## config.mk

```make
export PLATFORM = sky130hd
export DESIGN_NAME = srec_record_checker_core
export DESIGN_NICKNAME = d
export VERILOG_FILES = /design/src/design/srec_pkg.sv /design/src/design/srec_char_tracker.sv /design/src/design/srec_line_judge.sv /design/src/design/srec_record_checker_core.sv
export SDC_FILE = /design/constraint.sdc
export NUM_CORES = 1
export LEC_CHECK = 0
export BUFFER_PORTS_ARGS = -buffer_cell sky130_fd_sc_hd__buf_2
export CAP_MARGIN = 20
export CORE_ASPECT_RATIO = 0.7
export CORE_MARGIN = 10
export CORE_UTILIZATION = 30
export CTS_CLUSTER_DIAMETER = 40
export DETAILED_ROUTE_END_ITERATION = 10
export SLEW_MARGIN = 15
export SYNTH_ARGS = -nofsm -noshare
export SYNTH_HDL_FRONTEND = slang
export SYNTH_SLANG_ARGS = --single-unit
export TNS_END_PERCENT = 100
```

## constraint.sdc

```tcl
create_clock -name clk -period 5.4 [get_ports clk]
set_input_delay 0.54 -clock clk [delete_from_list [all_inputs] [get_ports clk]]
set_output_delay 0.54 -clock clk [all_outputs]
set_load 0.01 [all_outputs]
```

## src/design/srec_pkg.sv

```systemverilog
// shared types, codes and lookup functions for the s-record line checker
package srec_pkg;

    localparam int POS_W = 7;

    localparam logic [7:0] CHAR_S    = 8'h53;
    localparam logic [7:0] CHAR_ZERO = 8'h30;
    localparam logic [7:0] CHAR_NINE = 8'h39;
    localparam logic [7:0] CHAR_A    = 8'h41;
    localparam logic [7:0] CHAR_F    = 8'h46;
    localparam logic [7:0] HEX_ALPHA_OFS = 8'd55;
    localparam logic [7:0] SUM_GOOD  = 8'hFF;

    typedef enum logic [3:0] {
        ST_OK          = 4'd0,
        ST_BAD_CHAR    = 4'd1,
        ST_NO_S        = 4'd2,
        ST_BAD_TYPE    = 4'd3,
        ST_BAD_LENGTH  = 4'd4,
        ST_COUNT       = 4'd5,
        ST_CHECKSUM    = 4'd6,
        ST_S0_ADDR     = 4'd7,
        ST_S5_MISMATCH = 4'd8
    } status_t;

    typedef struct packed {
        logic [POS_W-1:0] pos;
        logic [7:0]       byte_sum;
        logic [3:0]       high_nibble;
        logic [7:0]       count_byte;
        logic [3:0]       record_type;
        logic             no_s;
        logic             bad_char;
        logic             type_hex;
        logic             addr_zero;
        logic [15:0]      s5_value;
    } line_state_t;

    localparam line_state_t LINE_CLEAR = '{
        pos: '0, byte_sum: '0, high_nibble: '0, count_byte: '0,
        record_type: '0, no_s: 1'b0, bad_char: 1'b0, type_hex: 1'b0,
        addr_zero: 1'b1, s5_value: '0
    };

    // {valid, nibble}; only 0-9 and upper-case A-F count as hex
    function automatic logic [4:0] hex_decode(input logic [7:0] c);
        logic [7:0] v;
        begin
            v = 8'd0;
            if (c >= CHAR_ZERO && c <= CHAR_NINE)
            begin
                v = c - CHAR_ZERO;
                hex_decode = {1'b1, v[3:0]};
            end
            else if (c >= CHAR_A && c <= CHAR_F)
            begin
                v = c - HEX_ALPHA_OFS;
                hex_decode = {1'b1, v[3:0]};
            end
            else
            begin
                hex_decode = 5'd0;
            end
        end
    endfunction

    function automatic logic type_ok(input logic [3:0] t);
        type_ok = (t <= 4'd9) && (t != 4'd4) && (t != 4'd6);
    endfunction

    function automatic logic [7:0] len_min(input logic [3:0] t);
        case (t)
            4'd0:    len_min = 8'd10;
            4'd1:    len_min = 8'd12;
            4'd2:    len_min = 8'd14;
            4'd3:    len_min = 8'd16;
            4'd5:    len_min = 8'd10;
            4'd7:    len_min = 8'd14;
            4'd8:    len_min = 8'd12;
            4'd9:    len_min = 8'd10;
            default: len_min = 8'd0;
        endcase
    endfunction

    function automatic logic [7:0] len_max(input logic [3:0] t);
        case (t)
            4'd0:    len_max = 8'd74;
            4'd1:    len_max = 8'd74;
            4'd2:    len_max = 8'd76;
            4'd3:    len_max = 8'd78;
            4'd5:    len_max = 8'd10;
            4'd7:    len_max = 8'd14;
            4'd8:    len_max = 8'd12;
            4'd9:    len_max = 8'd10;
            default: len_max = 8'd0;
        endcase
    endfunction

endpackage

```

## src/design/srec_char_tracker.sv

```systemverilog
// per-line running state: position, nibble pairing, byte sum and field captures
module srec_char_tracker
    import srec_pkg::*;
#(
    parameter int MAX_RECORD_CHARS = 78
)
(
    input  logic        clk,
    input  logic        rst_n,
    input  logic        take,
    input  logic        eol,
    input  logic [7:0]  char_code,
    output line_state_t line_state
);

    localparam logic [POS_W-1:0] POS_SAT = POS_W'(MAX_RECORD_CHARS + 1);

    line_state_t st_reg;
    line_state_t st_next;
    logic [4:0]  hex;
    logic        is_hex;
    logic [3:0]  nib;

    assign hex    = hex_decode(char_code);
    assign is_hex = hex[4];
    assign nib    = hex[3:0];

    always_comb
    begin
        st_next = st_reg;
        if (take && eol)
        begin
            st_next = LINE_CLEAR;
        end
        else if (take && st_reg.pos != POS_SAT)
        begin
            st_next.pos = st_reg.pos + POS_W'(1);
            if (st_reg.pos == POS_W'(0))
            begin
                if (char_code != CHAR_S)
                    st_next.no_s = 1'b1;
            end
            else
            begin
                if (!is_hex)
                    st_next.bad_char = 1'b1;
                if (st_reg.pos == POS_W'(1))
                begin
                    if (is_hex)
                    begin
                        st_next.record_type = nib;
                        st_next.type_hex    = 1'b1;
                    end
                end
                else
                begin
                    if (!st_reg.pos[0])
                        st_next.high_nibble = nib;
                    else
                    begin
                        st_next.byte_sum = st_reg.byte_sum + {st_reg.high_nibble, nib};
                        if (st_reg.pos == POS_W'(3))
                            st_next.count_byte = {st_reg.high_nibble, nib};
                    end
                    // address characters
                    if (st_reg.pos >= POS_W'(4) && st_reg.pos <= POS_W'(7))
                    begin
                        if (char_code != CHAR_ZERO)
                            st_next.addr_zero = 1'b0;
                        st_next.s5_value = {st_reg.s5_value[11:0], nib};
                    end
                end
            end
        end
    end

    always_ff @(posedge clk or negedge rst_n)
    begin
        if (!rst_n)
            st_reg <= LINE_CLEAR;
        else
            st_reg <= st_next;
    end

    assign line_state = st_reg;

    pos_never_past_sat: assert property (@(posedge clk) disable iff (!rst_n)
        st_reg.pos <= POS_SAT)
        else $error("character position beyond saturation");

    eol_clears_line: assert property (@(posedge clk) disable iff (!rst_n)
        take && eol |=> st_reg.pos == POS_W'(0) && st_reg.addr_zero)
        else $error("line state not cleared at line end");

    sat_holds: assert property (@(posedge clk) disable iff (!rst_n)
        st_reg.pos == POS_SAT && !(take && eol) |=> st_reg.pos == POS_SAT)
        else $error("saturated position moved without line end");

endmodule

```

## src/design/srec_line_judge.sv

```systemverilog
// line-end checks in priority order and data-record classification
module srec_line_judge
    import srec_pkg::*;
#(
    parameter int MAX_RECORD_CHARS = 78
)
(
    input  line_state_t line_state,
    input  logic [15:0] data_count,
    output status_t     status,
    output logic        is_data_line
);

    localparam logic [POS_W-1:0] POS_SAT = POS_W'(MAX_RECORD_CHARS + 1);

    logic [7:0] len;
    logic [8:0] count_chars;
    logic [8:0] payload_chars;

    assign len           = 8'(line_state.pos);
    assign count_chars   = {line_state.count_byte, 1'b0};
    assign payload_chars = 9'(len) - 9'd4;

    assign is_data_line = (line_state.pos >= POS_W'(2)) && !line_state.no_s
                          && line_state.type_hex
                          && (line_state.record_type >= 4'd1)
                          && (line_state.record_type <= 4'd3);

    always_comb
    begin
        if (line_state.pos == POS_SAT)
            status = ST_BAD_LENGTH;
        else if (len == 8'd0 || line_state.no_s)
            status = ST_NO_S;
        else if (line_state.bad_char)
            status = ST_BAD_CHAR;
        else if (len < 8'd2 || !line_state.type_hex || !type_ok(line_state.record_type))
            status = ST_BAD_TYPE;
        else if (len[0] || len < len_min(line_state.record_type)
                 || len > len_max(line_state.record_type))
            status = ST_BAD_LENGTH;
        else if (count_chars != payload_chars)
            status = ST_COUNT;
        else if (line_state.byte_sum != SUM_GOOD)
            status = ST_CHECKSUM;
        else if (line_state.record_type == 4'd0 && !line_state.addr_zero)
            status = ST_S0_ADDR;
        else if (line_state.record_type == 4'd5 && line_state.s5_value != data_count)
            status = ST_S5_MISMATCH;
        else
            status = ST_OK;
    end

endmodule

```

## src/design/srec_record_checker_core.sv

```systemverilog
// top level of the s-record line checker: input register, state, result register
//
// usage:
//   s_axis carries one text line, one ascii character per transaction in
//   tdata; a transaction with tlast high is the line feed that closes the
//   line (its tdata is ignored). every closed line yields exactly one
//   m_axis transaction with the status code, the line number since reset
//   and the running count of S1-S3 lines.
// path: a line-end transaction moves from the input register into the result
//   register, which drives m_axis; it waits in the input register while an
//   earlier result is still pending on m_axis.
// throughput: one transaction per cycle on s_axis, save a held line end (see stall);
//   the per-line state is a single register set fed by the input register.
// reset: rst_n low clears the line state, both counters and the valid flags;
//   the next accepted character starts line 1.
// stall: while a result waits on m_axis, characters keep flowing in; only a
//   second line end is held in the input register until the result is taken.
module srec_record_checker_core
    import srec_pkg::*;
#(
    parameter int MAX_RECORD_CHARS = 78
)
(
    input  logic        clk,
    input  logic        rst_n,
    input  logic        s_axis_tvalid,
    output logic        s_axis_tready,
    input  logic [7:0]  s_axis_tdata,   // [7:0] char_code
    input  logic        s_axis_tlast,   // end_of_line
    output logic        m_axis_tvalid,
    input  logic        m_axis_tready,
    output logic [39:0] m_axis_tdata    // [3:0] status, [19:4] line_number,
                                        // [35:20] data_record_count, [39:36] zero
);

    logic        in_valid_reg;
    logic [7:0]  in_char_reg;
    logic        in_eol_reg;
    logic        in_advance;
    logic        out_load;
    logic        out_valid_reg;
    status_t     out_status_reg;
    logic [15:0] line_cnt_reg;
    logic [15:0] data_cnt_reg;
    logic [15:0] data_cnt_next;

    line_state_t line_state;
    status_t     status;
    logic        is_data_line;

    assign in_advance    = in_valid_reg && (!in_eol_reg || !out_valid_reg || m_axis_tready);
    assign out_load      = in_advance && in_eol_reg;
    assign s_axis_tready = !in_valid_reg || in_advance;
    assign data_cnt_next = data_cnt_reg + {15'd0, is_data_line};

    always_ff @(posedge clk or negedge rst_n)
    begin
        if (!rst_n)
        begin
            in_valid_reg <= 1'b0;
            in_char_reg  <= '0;
            in_eol_reg   <= 1'b0;
        end
        else if (s_axis_tready)
        begin
            in_valid_reg <= s_axis_tvalid;
            in_char_reg  <= s_axis_tdata;
            in_eol_reg   <= s_axis_tlast;
        end
    end

    srec_char_tracker #(
        .MAX_RECORD_CHARS(MAX_RECORD_CHARS)
    ) u_tracker (
        .clk        (clk),
        .rst_n      (rst_n),
        .take       (in_advance),
        .eol        (in_eol_reg),
        .char_code  (in_char_reg),
        .line_state (line_state)
    );

    srec_line_judge #(
        .MAX_RECORD_CHARS(MAX_RECORD_CHARS)
    ) u_judge (
        .line_state   (line_state),
        .data_count   (data_cnt_reg),
        .status       (status),
        .is_data_line (is_data_line)
    );

    // counters update only with a result load, so they double as result fields
    always_ff @(posedge clk or negedge rst_n)
    begin
        if (!rst_n)
        begin
            out_valid_reg  <= 1'b0;
            out_status_reg <= ST_OK;
            line_cnt_reg   <= '0;
            data_cnt_reg   <= '0;
        end
        else if (out_load)
        begin
            out_valid_reg  <= 1'b1;
            out_status_reg <= status;
            line_cnt_reg   <= line_cnt_reg + 16'd1;
            data_cnt_reg   <= data_cnt_next;
        end
        else if (m_axis_tready)
        begin
            out_valid_reg <= 1'b0;
        end
    end

    assign m_axis_tvalid = out_valid_reg;
    assign m_axis_tdata  = {4'd0, data_cnt_reg, line_cnt_reg, out_status_reg};

    load_sets_valid: assert property (@(posedge clk) disable iff (!rst_n)
        out_load |=> m_axis_tvalid)
        else $error("result not presented after line end");

    line_count_steps: assert property (@(posedge clk) disable iff (!rst_n)
        out_load |=> line_cnt_reg == $past(line_cnt_reg) + 16'd1)
        else $error("line number did not advance by one");

    counters_hold: assert property (@(posedge clk) disable iff (!rst_n)
        !out_load |=> $stable(line_cnt_reg) && $stable(data_cnt_reg))
        else $error("counters changed without a line end");

    no_overwrite: assert property (@(posedge clk) disable iff (!rst_n)
        out_load |-> !out_valid_reg || m_axis_tready)
        else $error("pending result overwritten");

endmodule

```

Word level (Yosys, flattened, before mapping). Memory sizes are Yosys's and may differ from the RTL's. Index checks and enable logic that the tools add are counted.

Bits in registers: 98. ROM bits: 128. Input port bits: 13. Output and inout port bits: 42. Word-level logic and storage cells: 145. Memories: 2.

Add/sub/neg operators: 7. $lt $le $gt $ge: 13. Equal/unequal tests: 16. Multiplexer cells: 40. Reductions and logical operators: 50.

Memories: (no name shown) (depth 16, bits a word 4, read ports 1, clocked after memory_dff 0, wr ports 0, line srec_pkg.sv:72) `case (t)`; (no name shown) (depth 16, bits a word 4, read ports 1, clocked after memory_dff 0, wr ports 0, line srec_pkg.sv:86) `case (t)`.

Operators with widths (number): $mux 51 (2); $mux 8 (11); $mux 4 (12); $mux 17 (2); $mux 24 (1); $mux 20 (1); $reduce_bool 2->1 (10); $mux 19 (1); $add 16x1->16 (1); $add 16x1->16 const B (1); $ne 16x16->1 (1); $reduce_and 4->1 (4); $logic_and 1x1->1 (14); $mux 5 (2); $reduce_and 5->1 (2); $ne 9x9->1 (1); $add 8x8->8 (1); $ge 8x6->1 const B (1); $ge 8x7->1 const B (1); $gt 7x8->1 (1); $le 8x6->1 const B (1); $le 8x7->1 const B (1); $logic_not 8->1 (1); $logic_or 1x1->1 (8); 27 further kinds (45).

Logic depth before layout (Yosys ltp).
Word-level depth: 17. Gate-level depth with buffers: 15. Mapped depth without buffers: 15.

Cells and area by module. Synthesis repeated with hierarchy kept, for this count alone.

Cell total of the unflattened synthesis: 565. Area, all modules: 5774.3 um2.

By module, submodules not included: srec_char_tracker (times used 1, cells an instance 276, area an instance 2782.7 um2, seq. area each 1277.5 um2); srec_record_checker_core (times used 1, cells an instance 158, area an instance 2054.5 um2, seq. area each 1176.1 um2); srec_line_judge (times used 1, cells an instance 131, area an instance 937.1 um2, seq. area each 0.0 um2).

Least setup slack after synthesis. Ideal clock, no wire load.

Kind: reg-to-reg. From: reg in_char_reg[0]. To: reg u_tracker.st_reg (netlist bit u_tracker.line_state[43]). Library setup time: 0.124 ns. Data arrival time: 3.029 ns. Data required time: 5.276 ns. Path slack: 2.247 ns. Cell stages (with the launch flop): 15. Path buffers: 1. Clock period less this slack: 3.153 ns. Cells stage by stage: dfrtp_1 -> inv_1 -> ha_1 -> or3b_2 -> o311ai_1 -> nor2b_1 -> buf_4 -> nor2_1 -> ha_1 -> a211oi_1 -> a21oi_1 -> o41ai_1 -> xor2_1 -> nor4_1 -> o21bai_1.

Longest elaborated chain between the ends: 10. Elaborated cells between the ends (all ways): 16. Those cells by class: 3 x add/sub; 4 x order compare; 7 x mux; 2 x reduce/logical.

RTL lines: from (decl) (line srec_record_checker_core.sv:37) `logic [7:0] in_char_reg;`; from (signal assigned) (line srec_record_checker_core.sv:67) `in_char_reg <= s_axis_tdata;`; $ge 8x7->1 or $le 8x7->1 (tied branches) (line srec_pkg.sv:55) `else if (c >= CHAR_A && c <= CHAR_F)`; $logic_and 1x1->1 (line srec_pkg.sv:55); $mux 5 (line srec_pkg.sv:55); $mux 5 * (line srec_pkg.sv:50) `if (c >= CHAR_ZERO && c <= CHAR_NINE)`; $add 8x8->8 * (line srec_char_tracker.sv:61) `st_next.byte_sum = st_reg.byte_sum + {st_reg.high_nibble, nib};`; $mux 8 * (line srec_char_tracker.sv:57) `if (!st_reg.pos[0])`; $mux 20 * (line srec_char_tracker.sv:47) `if (st_reg.pos == POS_W'(1))`; $mux 24 * (line srec_char_tracker.sv:38) `if (st_reg.pos == POS_W'(0))`; $mux 51 * (line srec_char_tracker.sv:35) `else if (take && st_reg.pos != POS_SAT)`; $mux 51 * (line srec_char_tracker.sv:31) `if (take && eol)`; to (signal assigned) (line srec_char_tracker.sv:82) `st_reg <= st_next;`; to (decl) (line srec_char_tracker.sv:18) `line_state_t st_reg;`.

Mark *: on every way between the ends. The rest lies on a longest branch, timed or not. The select of a mux whose other input is x is not followed. A chain may end at the register's enable or synchronous reset.

Worst setup path in the final report. Same ends and word-level chain as after synthesis.

==> results.py <==
metrics = {
    "clock_network": {
        "path_clk_slew_ps": 70,
        "root_buffer": "clkbuf_16",
        "hold_buffers": 0,
        "cts_sinks": 98,
        "clkLatencyLatePin_ps": 350,
        "post_cts_buffers": 0,
        "clock_path_buffers": 2,
        "cts_max_level": 3,
        "cts_tree": "yes",
        "cts-buffers-inserted": 9,
        "postCtsResizedCells": 0,
    },
    "cells_and_area": {
        "multi_input_area_um2": 2970,
        "design_area_um2": 6360,
        "nNetsFinal": 667,
        "fill_cells": 1895,
        "antenna_cells": 0,
        "largest_reg_flops": 51,
        "area_delta_synth_final_pct": 12.7,
        "drive_gt1_share_pct": 14.5,
        "regArea_um2": 2450,
    },
    "power": {
        "p_total_uw": 2070,
        "p_leak_uw": 0.00305,
        "peakVddDrop_uv": 138,
        "p_per_area_nw_per_um2": 325,
    },
    "yosys": {
        "async_flop_share_pct": 100,
        "syn_inst": 575,
        "synthDistinctLibCells": 62,
        "ys.flop_type": "dfrtp_1",
        "synth-edff-count": 0,
        "avgSynthCellArea_um2": 9.82,
        "seq_area_frac_synth_pct": 43.5,
        "synth_top_cell_area_share_pct": 43.0,
        "netlist_area_um2": 5640,
        "ys_seq_elements": 98,
        "yosys_warnings": 0,
        "synthTopCellsByArea": "dfrtp_1, ha_1, xnor2_1, mux2i_1, nand2_1",
        "yosysTopAreaCell": "dfrtp_1",
        "ys_top_cells_by_count": "dfrtp_1, nand2_1, nor2_1, xnor2_1, ha_1",
        "yosysMostFrequentCell": "dfrtp_1",
    },
    "detailed_routing": {
        "vias": 4184,
        "totalWireLength_um": 13400,
        "firstDrtPassIters": 5,
        "drcViolationCount": 0,
        "vias_per_cell": 4.88,
        "drt_iter0_markers": 306,
        "drtAntennaViolNets": 0,
        "wire_per_inst_um": 15.7,
    },
    "die": {
        "dieWidth_um": 184,
        "num_io_pins": 55,
        "start_util_pct": 30.9,
        "chipHeight_um": 135,
        "rows": 41,
        "dieArea_um2": 24800,
        "core_area_um2": 18300,
    },
    "placed_design": {
        "gp_congestion": 0.826,
        "placed_cell_area_um2": 6080,
        "hpwl_um": 10100,
        "numPortBuffers": 50,
    },
    "timing": {
        "clock_skew_ps": 9.64,
        "finalCritPeriodShare_pct": 67.6,
        "rsz0062_at_grt": "no",
        "drv_slew": 0,
        "slew_headroom_pct": 38.9,
        "setup-violations-final": 0,
        "setup_tns_ps": 0,
        "hold_slack_ps": 116,
        "fmax_mhz": 274,
        "hold_viol": 0,
        "period_needed_ps": 3650,
        "worst_pin_slew_ps": 893,
    },
    "status": {
        "status": "finished clean",
    },
    "flow_run": {
        "drv_cap": 0,
    },
    "worst_setup_path": {
        "worst_ep_arrival_time_ps": 3890,
        "crit_type": "reg -> reg",
        "critPathLaunchType": "register",
        "cp.required_ps": 5640,
        "worstPathMaxFanout": 9,
        "endpoint_kind": "register",
    },
    "grt": {
        "track_usage_pct": 11.2,
        "grt_max_degree": 70,
        "grt_pass1_vias": 4115,
        "antenna_found_initial": 0,
        "grt_pass1_wl_um": 22700,
        "grt.overflow.total": 0,
    },
    "min_path": {
        "hp-class": "in -> async",
    },
}
## cell type report
class	instances	area share, %
clock buffers	10	3.76
clock inverters	6	0.629
inverters	23	1.36
multi-input cells	432	46.7
flip-flops and latches	98	38.6
well taps	236	4.64
repair buffers	53	4.33
## power by group
| part | leakage, uW | switching, uW | internal (uW) |
|---|---|---|---|
| clock network | 0.000139 | 285 | 325 |
| logic | 0.00159 | 319 | 228 |
| registers | 0.00132 | 104 | 806 |
## routing by layer
metal / track usage (%) / vias up / wire (um)
met5: 0 / - / 0
met4: 1.77 / 0 / 63
met3: 3.40 / 8 / 821
met2: 14.8 / 92 / 5260
met1: 17.1 / 2011 / 7300
li1: - / 2073 / -
## logic make-up after synthesis
logic type	share of synthesized area [%]
xor gates and xnor gates	9.62
and+or+nand+nor	19.0
buffers and inverters	4.08
adders and majority gates	8.34
muxes	5.70
AOI/OAI and AO/OA	9.71
other	0.0664
DFF	43.5
## worst max-delay path, stage by stage (launching register included)
cell and delay [ps]:
dfrtp_1 460, inv_1 110, ha_1 160, or3b_2 460, o311ai_1 270, nor2b_1 480, nor2_1 140, ha_1 340
a211oi_1 240, a21oi_1 130, o41ai_1 300, xor2_1 220, nor4_1 60, o21bai_1 170
## metrics by stage
| step | setup slack (ps) | util [%] | instances |
|---|---|---|---|
| 4_1_cts | 1760 | 34.8 | 858 |
| 3_3_place_gp | 1830 | 33.3 | 842 |
| 3_5_place_dp | 1770 | 33.3 | 842 |
| 2_1_floorplan | 2250 | - | 578 |
| 5_1_grt | 1300 | 34.8 | 858 |
| 6_report | 1750 | 34.8 | 858 |
## placed cells by master, fill, tap and decap left out, types with 4 or more instances in the layout
master and n:
dfrtp_1 97, buf_4 4, conb_1 4, nand2_1 57
ha_1 36, nor2_1 54, xor2_1 14, nand4_1 16
nor2b_1 6, and2_1 4, o21ai_0 23, nand2b_1 7
xnor2_1 48, inv_1 23, nand3_1 30, o31ai_1 5
buf_2 49, mux2i_1 22, clkbuf_16 9, and3_1 8
a21oi_1 26, mux2_2 8, nor3_1 8, nor4_1 4
## path summary, 6_finish.rpt
kind / slack [ps] / start / end / depth (start not counted)
min: 120 / rst_n / u_tracker.line_state[12]$_DFFE_PN0P_ / 1
max reg2reg: 1750 / in_char_reg[0]$_DFFE_PN0P_ / u_tracker.line_state[43]$_DFFE_PN0P_ / 13
max: 1750 / in_char_reg[0]$_DFFE_PN0P_ / u_tracker.line_state[43]$_DFFE_PN0P_ / 13
min reg2reg: 480 / line_cnt_reg[15]$_DFFE_PN0P_ / line_cnt_reg[15]$_DFFE_PN0P_ / 1
max in group asynchronous: 4080 / rst_n / u_tracker.line_state[38]$_DFFE_PN0P_ / 2
min in group clk: 380 / s_axis_tlast / in_eol_reg$_DFFE_PN0P_ / 2
(Power assumes the default switching activity.)
